### config.mk
export PLATFORM = sky130hd
export DESIGN_NAME = indexed_doubly_linked_list_top
export DESIGN_NICKNAME = d
export VERILOG_FILES = /design/src/sv/idll_pkg.sv /design/src/sv/indexed_doubly_linked_list_top.sv /design/src/sv/idll_store.sv /design/src/sv/idll_ctrl.sv
export SDC_FILE = /design/constraint.sdc
export NUM_CORES = 2
export LEC_CHECK = 0
export BUFFER_PORTS_ARGS = -buffer_cell sky130_fd_sc_hd__buf_2
export CORE_AREA = 2 2 649 328
export CTS_BUF_LIST = sky130_fd_sc_hd__clkbuf_4
export DETAILED_ROUTE_END_ITERATION = 16
export DIE_AREA = 0 0 651 330
export PLACE_DENSITY = 0.76
export SLEW_MARGIN = 40
export SYNTH_ARGS = -nofsm -noshare
export SYNTH_HDL_FRONTEND = slang
export SYNTH_SLANG_ARGS = --single-unit
### constraint.sdc
create_clock -name i_clk -period 10.2 [get_ports i_clk]
set_input_delay 1.02 -clock i_clk [delete_from_list [all_inputs] [get_ports i_clk]]
set_output_delay 1.02 -clock i_clk [all_outputs]
set_load 0.01 [all_outputs]
### src/sv/idll_pkg.sv
package idll_pkg;

    // Pool geometry
    localparam int POOL_DEPTH  = 64;
    localparam int VALUE_WIDTH = 32;
    localparam int IDX_W       = (POOL_DEPTH > 1) ? $clog2(POOL_DEPTH) : 1;
    localparam int LINK_W      = $clog2(POOL_DEPTH + 1);

    typedef logic [IDX_W-1:0]              t_idx;
    typedef logic [LINK_W-1:0]             t_link;
    typedef logic signed [VALUE_WIDTH-1:0] t_val;

    // The null link is one past the last pool entry
    localparam t_link NULL_LINK = t_link'(POOL_DEPTH);

    // Operation codes
    localparam logic [1:0] FN_INSERT = 2'd0;
    localparam logic [1:0] FN_DELETE = 2'd1;
    localparam logic [1:0] FN_DUMP   = 2'd2;

    // Status codes
    localparam logic [1:0] ST_OK       = 2'd0;
    localparam logic [1:0] ST_FULL     = 2'd1;
    localparam logic [1:0] ST_NOTFOUND = 2'd2;
    localparam logic [1:0] ST_EMPTY    = 2'd3;

    typedef struct packed {
        logic [1:0]         func;
        logic signed [31:0] value;
    } t_in;

    typedef struct packed {
        logic [1:0]         status;
        logic signed [31:0] item_value;
        logic               last;
    } t_out;

    // Pool access: one read address, one write port per array
    typedef struct packed {
        t_idx  rd_addr;
        logic  val_we;
        t_idx  val_waddr;
        t_val  val_wdata;
        logic  next_we;
        t_idx  next_waddr;
        t_link next_wdata;
        logic  prev_we;
        t_idx  prev_waddr;
        t_link prev_wdata;
    } t_mem_req;

    typedef struct packed {
        t_val  value;
        t_link next;
        t_link prev;
    } t_mem_rsp;

    function automatic logic link_null(t_link l);
        return l >= NULL_LINK;
    endfunction

endpackage

### src/sv/indexed_doubly_linked_list_top.sv
// Insert: S_INS fills the entry, S_INS2 links it behind an old tail, S_RESP gives the result
// beat to the output register; a full pool goes straight to S_RESP. Delete: S_CMP compares
// up to 64 entries, then on a hit S_UNL1 and S_UNL2 unlink and free the match before S_RESP;
// a miss or an empty list ends in S_RESP. Dump: one beat per cycle per entry unless stalled.
// One operation is in progress at a time; the input stalls until its last beat is handed off.
// Synchronous active-low reset empties the list and chains all entries into the free list
// at once; the block is ready for work as soon as reset is released.
module indexed_doubly_linked_list_top (
    input  logic           i_clk,
    input  logic           i_rst_n,
    input  logic           i_in_valid,
    input  idll_pkg::t_in  i_in_data,
    output logic           o_in_stall,
    output logic           o_out_valid,
    output idll_pkg::t_out o_out_data,
    input  logic           i_out_stall
);

    idll_pkg::t_mem_req mem_req;
    idll_pkg::t_mem_rsp mem_rsp;
    logic               res_valid;
    logic               res_ready;
    idll_pkg::t_out     res_data;

    logic               r_out_vld;
    idll_pkg::t_out     r_out;

    idll_ctrl u_ctrl (
        .i_clk       (i_clk),
        .i_rst_n     (i_rst_n),
        .i_in_valid  (i_in_valid),
        .i_in_data   (i_in_data),
        .o_in_stall  (o_in_stall),
        .o_req       (mem_req),
        .i_rsp       (mem_rsp),
        .o_res_valid (res_valid),
        .o_res_data  (res_data),
        .i_res_ready (res_ready)
    );

    idll_store u_store (
        .i_clk   (i_clk),
        .i_rst_n (i_rst_n),
        .i_req   (mem_req),
        .o_rsp   (mem_rsp)
    );

    // Output register: take a beat when empty or being drained
    assign res_ready = !r_out_vld || !i_out_stall;

    always_ff @(posedge i_clk) begin
        if (!i_rst_n) begin
            r_out_vld <= 1'b0;
        end else begin
            r_out_vld <= res_valid || (r_out_vld && i_out_stall);
        end
    end

    always_ff @(posedge i_clk) begin
        if (res_valid && res_ready) begin
            r_out <= res_data;
        end
    end

    assign o_out_valid = r_out_vld;
    assign o_out_data  = r_out;

endmodule

### src/sv/idll_store.sv
module idll_store (
    input  logic               i_clk,
    input  logic               i_rst_n,
    input  idll_pkg::t_mem_req i_req,
    output idll_pkg::t_mem_rsp o_rsp
);

    idll_pkg::t_val  r_val_mem  [idll_pkg::POOL_DEPTH];
    idll_pkg::t_link r_next_mem [idll_pkg::POOL_DEPTH];
    idll_pkg::t_link r_prev_mem [idll_pkg::POOL_DEPTH];
    logic [idll_pkg::POOL_DEPTH-1:0] r_next_set;

    idll_pkg::t_val  r_rd_val;
    idll_pkg::t_link r_rd_next;
    idll_pkg::t_link r_rd_prev;
    logic            r_rd_set;
    idll_pkg::t_idx  r_rd_addr;

    // Write ports
    always_ff @(posedge i_clk) begin
        if (i_req.val_we) begin
            r_val_mem[i_req.val_waddr] <= i_req.val_wdata;
        end
        if (i_req.next_we) begin
            r_next_mem[i_req.next_waddr] <= i_req.next_wdata;
        end
        if (i_req.prev_we) begin
            r_prev_mem[i_req.prev_waddr] <= i_req.prev_wdata;
        end
    end

    // Mark next links written since reset
    always_ff @(posedge i_clk) begin
        if (!i_rst_n) begin
            r_next_set <= '0;
        end else if (i_req.next_we) begin
            r_next_set[i_req.next_waddr] <= 1'b1;
        end
    end

    // Registered read of all three arrays at one address
    always_ff @(posedge i_clk) begin
        r_rd_val  <= r_val_mem[i_req.rd_addr];
        r_rd_next <= r_next_mem[i_req.rd_addr];
        r_rd_prev <= r_prev_mem[i_req.rd_addr];
        r_rd_set  <= r_next_set[i_req.rd_addr];
        r_rd_addr <= i_req.rd_addr;
    end

    // An unwritten next link chains to the following entry
    always_comb begin
        o_rsp.value = r_rd_val;
        o_rsp.prev  = r_rd_prev;
        o_rsp.next  = r_rd_set ? r_rd_next
                               : idll_pkg::t_link'(r_rd_addr) + idll_pkg::t_link'(1);
    end

endmodule

### src/sv/idll_ctrl.sv
module idll_ctrl (
    input  logic               i_clk,
    input  logic               i_rst_n,
    input  logic               i_in_valid,
    input  idll_pkg::t_in      i_in_data,
    output logic               o_in_stall,
    output idll_pkg::t_mem_req o_req,
    input  idll_pkg::t_mem_rsp i_rsp,
    output logic               o_res_valid,
    output idll_pkg::t_out     o_res_data,
    input  logic               i_res_ready
);

    typedef enum logic [7:0] {
        S_IDLE = 8'b0000_0001,
        S_INS  = 8'b0000_0010,
        S_INS2 = 8'b0000_0100,
        S_CMP  = 8'b0000_1000,
        S_UNL1 = 8'b0001_0000,
        S_UNL2 = 8'b0010_0000,
        S_RESP = 8'b0100_0000,
        S_DMP  = 8'b1000_0000
    } t_state;

    localparam idll_pkg::t_idx K_MAX = idll_pkg::t_idx'(idll_pkg::POOL_DEPTH - 1);

    t_state          r_state, n_state;
    idll_pkg::t_link r_head, n_head;
    idll_pkg::t_link r_tail, n_tail;
    idll_pkg::t_link r_free, n_free;
    idll_pkg::t_link r_cur, n_cur;
    idll_pkg::t_link r_p, n_p;
    idll_pkg::t_link r_nx, n_nx;
    idll_pkg::t_val  r_val, n_val;
    idll_pkg::t_idx  r_k, n_k;
    logic [1:0]      r_status, n_status;
    logic            dump_last;

    assign o_in_stall = (r_state != S_IDLE);
    assign dump_last  = idll_pkg::link_null(i_rsp.next) || (r_k == K_MAX);

    // Sequencer: one pool access per cycle, compare against the held value
    always_comb begin
        n_state  = r_state;
        n_head   = r_head;
        n_tail   = r_tail;
        n_free   = r_free;
        n_cur    = r_cur;
        n_p      = r_p;
        n_nx     = r_nx;
        n_val    = r_val;
        n_k      = r_k;
        n_status = r_status;

        o_req         = '0;
        o_req.rd_addr = r_cur[idll_pkg::IDX_W-1:0];

        o_res_valid = 1'b0;
        o_res_data  = '{status: r_status, item_value: '0, last: 1'b1};

        unique case (r_state)
            S_IDLE: begin
                o_req.rd_addr = (i_in_data.func == idll_pkg::FN_INSERT)
                              ? r_free[idll_pkg::IDX_W-1:0]
                              : r_head[idll_pkg::IDX_W-1:0];
                if (i_in_valid) begin
                    n_val = idll_pkg::t_val'($signed(i_in_data.value));
                    n_k   = '0;
                    unique case (i_in_data.func)
                        idll_pkg::FN_INSERT: begin
                            if (idll_pkg::link_null(r_free)) begin
                                n_status = idll_pkg::ST_FULL;
                                n_state  = S_RESP;
                            end else begin
                                n_cur   = r_free;
                                n_state = S_INS;
                            end
                        end
                        idll_pkg::FN_DELETE: begin
                            if (idll_pkg::link_null(r_head)) begin
                                n_status = idll_pkg::ST_EMPTY;
                                n_state  = S_RESP;
                            end else begin
                                n_cur   = r_head;
                                n_state = S_CMP;
                            end
                        end
                        idll_pkg::FN_DUMP: begin
                            if (idll_pkg::link_null(r_head)) begin
                                n_status = idll_pkg::ST_EMPTY;
                                n_state  = S_RESP;
                            end else begin
                                n_cur   = r_head;
                                n_state = S_DMP;
                            end
                        end
                        default: ;
                    endcase
                end
            end

            // Fill the new entry and pop it off the free list
            S_INS: begin
                o_req.val_we     = 1'b1;
                o_req.val_waddr  = r_cur[idll_pkg::IDX_W-1:0];
                o_req.val_wdata  = r_val;
                o_req.next_we    = 1'b1;
                o_req.next_waddr = r_cur[idll_pkg::IDX_W-1:0];
                o_req.next_wdata = idll_pkg::NULL_LINK;
                o_req.prev_we    = 1'b1;
                o_req.prev_waddr = r_cur[idll_pkg::IDX_W-1:0];
                n_free           = i_rsp.next;
                n_status         = idll_pkg::ST_OK;
                if (idll_pkg::link_null(r_head) || idll_pkg::link_null(r_tail)) begin
                    o_req.prev_wdata = idll_pkg::NULL_LINK;
                    n_head           = r_cur;
                    n_tail           = r_cur;
                    n_state          = S_RESP;
                end else begin
                    o_req.prev_wdata = r_tail;
                    n_p              = r_tail;
                    n_tail           = r_cur;
                    n_state          = S_INS2;
                end
            end

            // Chain the old tail to the new entry
            S_INS2: begin
                o_req.next_we    = 1'b1;
                o_req.next_waddr = r_p[idll_pkg::IDX_W-1:0];
                o_req.next_wdata = r_cur;
                n_state          = S_RESP;
            end

            // Walk: compare one entry per cycle, read the next one meanwhile
            S_CMP: begin
                if (i_rsp.value == r_val) begin
                    n_p     = i_rsp.prev;
                    n_nx    = i_rsp.next;
                    n_state = S_UNL1;
                end else if (dump_last) begin
                    n_status = idll_pkg::ST_NOTFOUND;
                    n_state  = S_RESP;
                end else begin
                    o_req.rd_addr = i_rsp.next[idll_pkg::IDX_W-1:0];
                    n_cur         = i_rsp.next;
                    n_k           = r_k + idll_pkg::t_idx'(1);
                end
            end

            // Bridge the neighbors around the matched entry
            S_UNL1: begin
                if (!idll_pkg::link_null(r_p)) begin
                    o_req.next_we    = 1'b1;
                    o_req.next_waddr = r_p[idll_pkg::IDX_W-1:0];
                    o_req.next_wdata = r_nx;
                end else begin
                    n_head = r_nx;
                end
                if (!idll_pkg::link_null(r_nx)) begin
                    o_req.prev_we    = 1'b1;
                    o_req.prev_waddr = r_nx[idll_pkg::IDX_W-1:0];
                    o_req.prev_wdata = r_p;
                end else begin
                    n_tail = r_p;
                end
                n_state = S_UNL2;
            end

            // Push the freed entry onto the free list
            S_UNL2: begin
                o_req.next_we    = 1'b1;
                o_req.next_waddr = r_cur[idll_pkg::IDX_W-1:0];
                o_req.next_wdata = r_free;
                n_free           = r_cur;
                n_status         = idll_pkg::ST_OK;
                n_state          = S_RESP;
            end

            // Single status beat
            S_RESP: begin
                o_res_valid = 1'b1;
                if (i_res_ready) begin
                    n_state = S_IDLE;
                end
            end

            // One beat per entry; hold the read address while stalled
            S_DMP: begin
                o_res_valid = 1'b1;
                o_res_data  = '{status:     idll_pkg::ST_OK,
                                item_value: 32'($signed(i_rsp.value)),
                                last:       dump_last};
                if (i_res_ready) begin
                    if (dump_last) begin
                        n_state = S_IDLE;
                    end else begin
                        o_req.rd_addr = i_rsp.next[idll_pkg::IDX_W-1:0];
                        n_cur         = i_rsp.next;
                        n_k           = r_k + idll_pkg::t_idx'(1);
                    end
                end
            end

            default: n_state = S_IDLE;
        endcase
    end

    // Control state
    always_ff @(posedge i_clk) begin
        if (!i_rst_n) begin
            r_state <= S_IDLE;
            r_head  <= idll_pkg::NULL_LINK;
            r_tail  <= idll_pkg::NULL_LINK;
            r_free  <= '0;
        end else begin
            r_state <= n_state;
            r_head  <= n_head;
            r_tail  <= n_tail;
            r_free  <= n_free;
        end
    end

    // Working registers
    always_ff @(posedge i_clk) begin
        r_cur    <= n_cur;
        r_p      <= n_p;
        r_nx     <= n_nx;
        r_val    <= n_val;
        r_k      <= n_k;
        r_status <= n_status;
    end

    a_ends_agree: assert property (@(posedge i_clk) disable iff (!i_rst_n)
        (r_head >= idll_pkg::NULL_LINK) == (r_tail >= idll_pkg::NULL_LINK))
        else $error("list head and tail disagree on empty");

    a_full_nonempty: assert property (@(posedge i_clk) disable iff (!i_rst_n)
        (r_free >= idll_pkg::NULL_LINK) |-> (r_head < idll_pkg::NULL_LINK))
        else $error("free list exhausted with an empty list");

    a_walk_linked: assert property (@(posedge i_clk) disable iff (!i_rst_n)
        (r_state == S_CMP || r_state == S_DMP) |-> (r_cur < idll_pkg::NULL_LINK))
        else $error("walk reached a null entry");

    a_beat_hold: assert property (@(posedge i_clk) disable iff (!i_rst_n)
        (o_res_valid && !i_res_ready) |=> (o_res_valid && $stable(o_res_data)))
        else $error("result beat changed while held");

endmodule

# Word level (Yosys, flattened, before mapping)
# Memories as Yosys holds them, arrays and structs flattened. A register that Yosys moved wholly into a read port is not among the register bits.
# Index checks and enable logic that the tools add are counted.
dict set report totals {
  elab_cells 155
  reg_bits 197
  latch_bits 0
  in_bits 38
  mem_bits_rw 2944
  mem_count 3
  out_inout_bits 37
  mem_bits_ro 0
}
dict set report op_classes {
  bitwise_logic 1
  n_addsub 2
  mux 64
  n_eq_ne 31
  n_lt_le_gt_ge 9
  div_mod_pow 0
  n_mul 0
  n_reduce_logical 28
  shifts 0
}
# name words word_bits rd rd_ports_with_merged_regs wr line_no
set memory_table {}
lappend memory_table {u_store.r_val_mem 64 32 1 1 1 idll_store.sv:8} ;# idll_pkg::t_val r_val_mem [idll_pkg::POOL_DEPTH];
lappend memory_table {u_store.r_next_mem 64 7 1 1 1 idll_store.sv:9} ;# idll_pkg::t_link r_next_mem [idll_pkg::POOL_DEPTH];
lappend memory_table {u_store.r_prev_mem 64 7 1 1 1 idll_store.sv:10} ;# idll_pkg::t_link r_prev_mem [idll_pkg::POOL_DEPTH];
# op count
set ops {}
lappend ops {{two-way mux 7 bit} 16}
lappend ops {{one-hot mux 7 bit (2 select lines)} 5}
lappend ops {{OR 64 bit} 1}
lappend ops {{two-way mux 8 bit} 7}
lappend ops {{one-hot mux 14 bit (4 select lines)} 1}
lappend ops {{one-hot mux 8 bit (7 select lines)} 1}
lappend ops {{two-way mux 6 bit} 8}
lappend ops {{>= comparator 7 bit (second input constant)} 6}
lappend ops {{two-way mux 39 bit} 1}
lappend ops {{one-hot mux 6 bit (3 select lines)} 2}
lappend ops {{== test 32 bit} 1}
lappend ops {{two-way mux 14 bit} 2}
lappend ops {{one-hot mux 14 bit (2 select lines)} 1}
lappend ops {{one-hot mux 8 bit (3 select lines)} 1}
lappend ops {{one-hot mux 7 bit (3 select lines)} 1}
lappend ops {{< comparator 6 x 7 -> 1 bit (second input constant)} 2}
lappend ops {{AND reduction 7 bit} 2}
lappend ops {{inequality test 2 x 1 -> 1 bit (second input constant)} 6}
lappend ops {{two-way mux 2 bit} 5}
lappend ops {{inequality test 2 bit (second input constant)} 5}
lappend ops {{two-way mux 1 bit} 9}
lappend ops {{inequality test 3 bit (second input constant)} 3}
lappend ops {{== test 8 x 1 -> 1 bit (second input constant)} 1}
lappend ops {{== test 8 x 2 -> 1 bit (second input constant)} 1}
lappend ops {{31 further kinds} 47}

# Longest topological paths before layout
dict set report depth {
  ltp_word 9
  mapped_depth 18
  ltp_nobuf 13
}

# By module
# From an unflattened synthesis, not the netlist that was laid out.
dict set report hier_totals {
  cells_unflattened 5783
  hier_area_um2 122940.4
}
# mod cells_each area_each_um2 n_inst
set modules_own_cells {}
lappend modules_own_cells {idll_store 5227 116772.0 1}
lappend modules_own_cells {idll_ctrl 516 5076.1 1}
lappend modules_own_cells {indexed_doubly_linked_list_top 40 1092.3 1}

# Worst setup path before layout
# Ideal clock, no wire load.
dict set report synth_timing {
  path_kind {reg-to-reg}
  from {register u_ctrl.r_state[0]}
  to {memory u_store.r_val_mem[24][0] (netlist bit), enable pin}
  synth_period_minus_slack_ns 4.226
  path_stages_with_launch 9
  path_slack_ns 5.974
  t_arrival_ns 3.794
  required_ns 9.768
  setup_time_ns 0.432
  cell_sequence {dfxtp_1 clkbuf_1 nor3_1 nand2_1 nor3b_1 clkbuf_1 clkbuf_1 nand4b_1 a21oi_1}
}
dict set report synth_between {
  elab_chain_len 4
}
# element line_no
set synth_lines {}
lappend synth_lines {{from (decl)} idll_ctrl.sv:27} ;# t_state r_state, n_state;
lappend synth_lines {{from (signal assigned)} idll_ctrl.sv:217} ;# r_state <= n_state;
lappend synth_lines {{== test 8 x 2 -> 1 bit (*)} idll_ctrl.sv:61} ;# unique case (r_state)
lappend synth_lines {{two-way mux 39 bit (*)} idll_ctrl.sv:61}
lappend synth_lines {{two-way mux 1 bit} idll_store.sv:21} ;# if (i_req.val_we) begin
lappend synth_lines {{two-way mux 1 bit (not written as such)} idll_store.sv:22} ;# r_val_mem[i_req.val_waddr] <= i_req.val_wdata;
lappend synth_lines {{to (decl)} idll_store.sv:8}
# Mark *: on every way between the ends. The rest lies on a longest branch, timed or not.

# Worst setup path after layout
dict set report layout_timing {
  from {register u_ctrl.r_val[18]}
  to {register u_store.r_rd_val[6], read port of u_store.r_val_mem}
}
dict set report layout_between {
  elab_chain_len 3
}
# element line_no
set layout_lines {}
lappend layout_lines {{from (decl)} idll_ctrl.sv:34} ;# idll_pkg::t_val r_val, n_val;
lappend layout_lines {{from (signal assigned)} idll_ctrl.sv:229} ;# r_val <= n_val;
lappend layout_lines {{== test 32 bit} idll_ctrl.sv:137} ;# if (i_rsp.value == r_val) begin
lappend layout_lines {{two-way mux 6 bit} idll_ctrl.sv:137}
lappend layout_lines {{one-hot mux 6 bit (3 select lines)} idll_ctrl.sv:61}
lappend layout_lines {{to (decl)} idll_store.sv:13} ;# idll_pkg::t_val r_rd_val;
# Every way passes these cells.
# A chain may end at the register's enable or synchronous reset.

==> results.txt <==
The worst hold path belongs to the class in -> reg. After Yosys synthesis, XOR and XNOR cells account for 0.280% of the synthesized area. The most used flip-flop cell after synthesis is edfxtp_1.

The core region is around 0.21 sq mm. The tool flagged a number of max-cap violations equal to 0. The count of unresolved DRC violations after routing is 0. The synthesized instance count came out at between 8000 and 9000. Ranked by total cell area, the synthesized netlist is headed by edfxtp_1 73%, mux2i_1 6.5%, nand2_1 4.8%.

Sequential elements use between 70% and 80% of the synthesized area. Summing the areas of all and, or, nand and nor instances in the mapped netlist gives about 11% of the synthesized area. The die boundary width came out at 651 um.

After synthesis, the largest family of logic cells by area is simple AND/OR/NAND/NOR gates. The top cell type by total area after synthesis is edfxtp_1. Across all layers, the routed design uses a little over 80000 vias. The power share of the clock group is 34.6%. The net count of the mapped netlist is slightly below 9000. Summing the areas of all fa, ha and maj instances in the mapped netlist gives less than 1% of the synthesized area.

Across all hold checks on the routed design, the worst slack comes to roughly 220 ps. The depth of the worst register-to-register path is 15. The switching portion of total power came out at between 20% and 30%.

Once placement finished, the instance area stood at between 0.1 and 0.15 sq mm. The area fraction in compound gates after synthesis is between 4 and 5%. The distinct cell type count of the synthesized netlist came out at between 70 and 80.

The initial cell density of the core came out at between 50% and 60%. The worst setup path is of the reg -> reg kind. The run finished with clean final reports. The number of rows created at floorplan came out at between 100 and 150. The remaining number of nets flagged by the antenna check after routing is 0. The full die area came out at about 0.21 sq mm. The critical path starts at u_ctrl.r_val[18]. The latest clock arrival within the worst-skew pair came out at between 1000 and 1500 ps.

The maximum frequency from static timing analysis is between 0.1 and 0.15 GHz. The count of input and output buffers is between 70 and 80. The kind of launch point of the worst setup path is a flop. Once placement completed, the tool counted placed cells totaling roughly 11000. In the detailed route, the total length drawn on met2 is ~140000 um. The mean area per synthesized cell came out at 14.5 sq um. The power share of the combinational group is between 10 and 15%. STA classifies the critical path endpoint as a flop. The layout overhead on the synthesized area came out at 10.6%. The die height is ~330 um.

The final weighted congestion of routability-driven global placement came out at around 0.98. Setup repair after global routing left no endpoint under its margin. The post-synthesis mux area share came out at ~6.7%. The worst hold path terminates at u_store.r_next_set[35]. The required time at the endpoint of the critical path is roughly 11000 ps. The CTS clock-pin slew for the worst setup and hold paths is roughly 70 ps.

The total overflow left after global routing is 0. In this run the critical register-to-register path is launched from u_ctrl.r_val[18]. Setup violations remaining at the end of the flow were counted as 0.

The pre-CTS setup slack came out at ~3200 ps. The share of flip-flops with an asynchronous set or reset after synthesis is 0%. The layout filler cell count is ~14000. Setup slack on the worst reg-to-reg path comes out at 2850 ps. The sequential share of power came out at approximately half. The clock tree synthesis step divided the H-tree into 6 levels. The net switching component of the power is around 8.2 mW. For the final database, setup skew stands at about 110 ps.

The via count of the first global-routing pass came out at between 70000 and 80000. The placed wire-length estimate came out at ~210000 um. The final critical path time including I/O delays and setup is ~7400 ps. Pin placement for this block handled 75 I/O pins. Power comes to 28.8 mW. The cell at the root of the clock tree is clkbuf_4. The pin count of the biggest net entering global routing is between 100 and 150.

Counting flops with a built-in enable in the synthesized netlist gives 3040. The wire length of the first global-routing pass came out at 510000 um. The number of detailed-route iterations in the first pass is 7.

The share of post-route cells with drive strength above 1 is 16.3%. The number of non-filler instances in the completed layout is approximately 12000. In this run, the number of DRC markers left after iteration 0 of detailed routing was roughly 15000. The internal power consumption came out at 20.6 mW. In this run the deepest clock path goes through 4 buffers.

The wire length after detailed routing is 357000 um. The top fanout value on the critical path came out at 55. The leakage power total is between 40 and 50 nW.

The flip-flop and latch count after synthesis is about 3200. The per-cell routed wire length came out at about 29 um. The power density normalized to cell area is 209 mW/mm^2.

The routed length on met3 came out at approximately 69000 um. The sum of routed wire segments on met1 is approximately 140000 um. Along the worst hold path, the cell count comes to 2. The number of synthesis warnings came out at 0. The portion of synthesized cell area occupied by the leading cell type is approximately 73%. The data arrival time of the critical path came out at between 8000 and 9000 ps. The post-synthesis instance area came out at 0.125 sq mm. The max-slew violation total from the final report is 0. The utilization after layout is about two thirds. The initial antenna violation count was 18. TritonCTS built the clock tree. After layout, the worst setup slack is 2850 ps.

The count of nets after finishing came out at 9149. In this run the most critical hold path is launched from i_rst_n. Routed signal wires occupy layers up through met5. The area of all placed cells without fillers came out at 0.138 sq mm. The worst register-to-register path ends at u_store.r_rd_val[6]. The clock net sink count came out at about 3200. At the pin with the least slew margin, the transition time is 997 ps. The hold violation total from the final report is 0.

VDD sags by at most 0.139 mV. The ratio of routed vias to standard cells is 6.53. The number of buffers created by CTS came out at roughly 670. The total routing resource utilization after global routing came out at between 30% and 40%. The total negative setup slack is 0 ps.

Dividing the final minimum period by the clock period gives 72.1%. The normalized max-slew margin came out at ~34%.
==> cell families (layout without fill, tap and decap cells) <==
group                    after synthesis  count (layout)
AO/OA/AOI/OAI                        904             904
XOR/XNOR                              40              40
adder cells (fa/ha/maj)                5               5
buffers and inverters                523            1456
flip-flops                          3187            3187
multiplexers                         831             831
other                                  0               5
AND/OR/NAND/NOR                     3153            3153
==> sequential cells by signal, indices dropped and copies added (netlist names) <==
register            cells
u_store.r_val_mem    2048
u_store.r_next_mem    448
u_store.r_prev_mem    448
u_store.r_next_set     64
o_out_data             35
u_ctrl.r_val           32
u_store.r_rd_val       32
u_ctrl.r_state          8
u_ctrl.r_cur            7
u_ctrl.r_free           7
u_ctrl.r_head           7
u_ctrl.r_nx             7
u_ctrl.r_p              7
u_ctrl.r_tail           7
u_store.r_rd_next       7
u_store.r_rd_prev       7
u_ctrl.r_k              6
u_store.r_rd_addr       6
u_ctrl.r_status         2
o_out_valid             1
u_store.r_rd_set        1
==> cells in the mapped netlist (39+ instances only) <==
cell	number
edfxtp_1	3040
nand2_1	1604
nand3_1	959
mux2i_1	816
o22ai_1	324
nor2_1	265
clkbuf_1	237
buf_2	205
o21ai_0	170
a21oi_1	150
dfxtp_1	147
nand4_1	87
and2_1	79
o21a_1	65
a32oi_1	49
or3_1	42
o21ai_1	39
==> critical path: stages (launching register included) <==
cell      delay [ps]
edfxtp_1         410
xor2_1           180
nor4_1           830
nand4_1          770
o21ai_1          560
a311o_1          430
nor2_8            60
buf_4            360
inv_6            540
buf_4            650
nor2_1           400
and2_2           550
buf_4            390
nand3_1          140
nand4_1          330
or3_1            470
==> layer usage <==
layer	track usage [%]	up-vias
met5	0.430	-
met4	8.98	20
met3	14.9	748
met2	41.7	6909
met1	49.9	39200
li1	-	33800
==> timing repair <==
item | 4_1_cts | 5_1_grt
resized for setup | 0 | 0
setup buffers | 0 | 0
hold endpoints to repair | 32 | 0
hold buffers | 32 | 0
==> cell type report <==
type                            instances  area (sq um)  area share (%)
Multi-Input combinational cell       4933         29200            21.1
Inverter                               16          87.6          0.0634
Clock buffer                         1035          7770            5.62
Timing Repair Buffer                  299          2490            1.80
Tap cell                             2783          3480            2.52
Antenna cell                            5          12.5         0.00906
Sequential cell                      3187         94200            68.2
Clock inverter                        106           927           0.671
==> cells in the final DEF (no fill, tap or decap), drive strengths merged, types with 5 or more instances in the layout <==
cell and instances:
a21boi 8, a21oi 152, a222oi 6, a22o 13, a22oi 18, a311oi 8, a31oi 10, a32oi 49
and2 80, and3 16, buf 266, bufinv 18, clkbuf 1036, clkinv 72, clkinvlp 6, dfxtp 147
diode 5, dlygate4sd3 32, edfxtp 3040, ha 5, inv 26, mux2 15, mux2i 816, nand2 1606
nand2b 5, nand3 963, nand4 87, nand4b 6, nor2 273, nor3 26, nor4 23, o211a 12
o21a 66, o21ai 209, o22ai 324, or3 43, xor2 38
==> worst max path at each step <==
| stage | to | cells after the start | slack (ps) |
|---|---|---|---|
| 4_1_cts | u_store.r_rd_val[7] | 15 | 3180 |
| 6_report | u_store.r_rd_val[6] | 15 | 2850 |
| 3_5_place_dp | u_store.r_rd_val[7] | 15 | 3250 |
| 5_1_grt | u_store.r_rd_val[6] | 15 | 2910 |
| 3_3_place_gp | u_store.r_rd_val[6] | 15 | 3310 |
| 2_1_floorplan | u_store.r_val_mem[24][0] | 8 | 5970 |
==> power by group through the flow <==
stage | sequential, mW | clock, mW | combinational [mW]
5_1_grt | 14.6 | 10.6 | 4.49
4_1_cts | 14.5 | 9.98 | 4.12
2_1_floorplan | 14.7 | 0 | 2.74
3_3_place_gp | 14.8 | 0 | 4.00
6_report | 14.6 | 9.97 | 4.29
3_5_place_dp | 14.8 | 0 | 4.09
(Power assumes the default switching activity.)
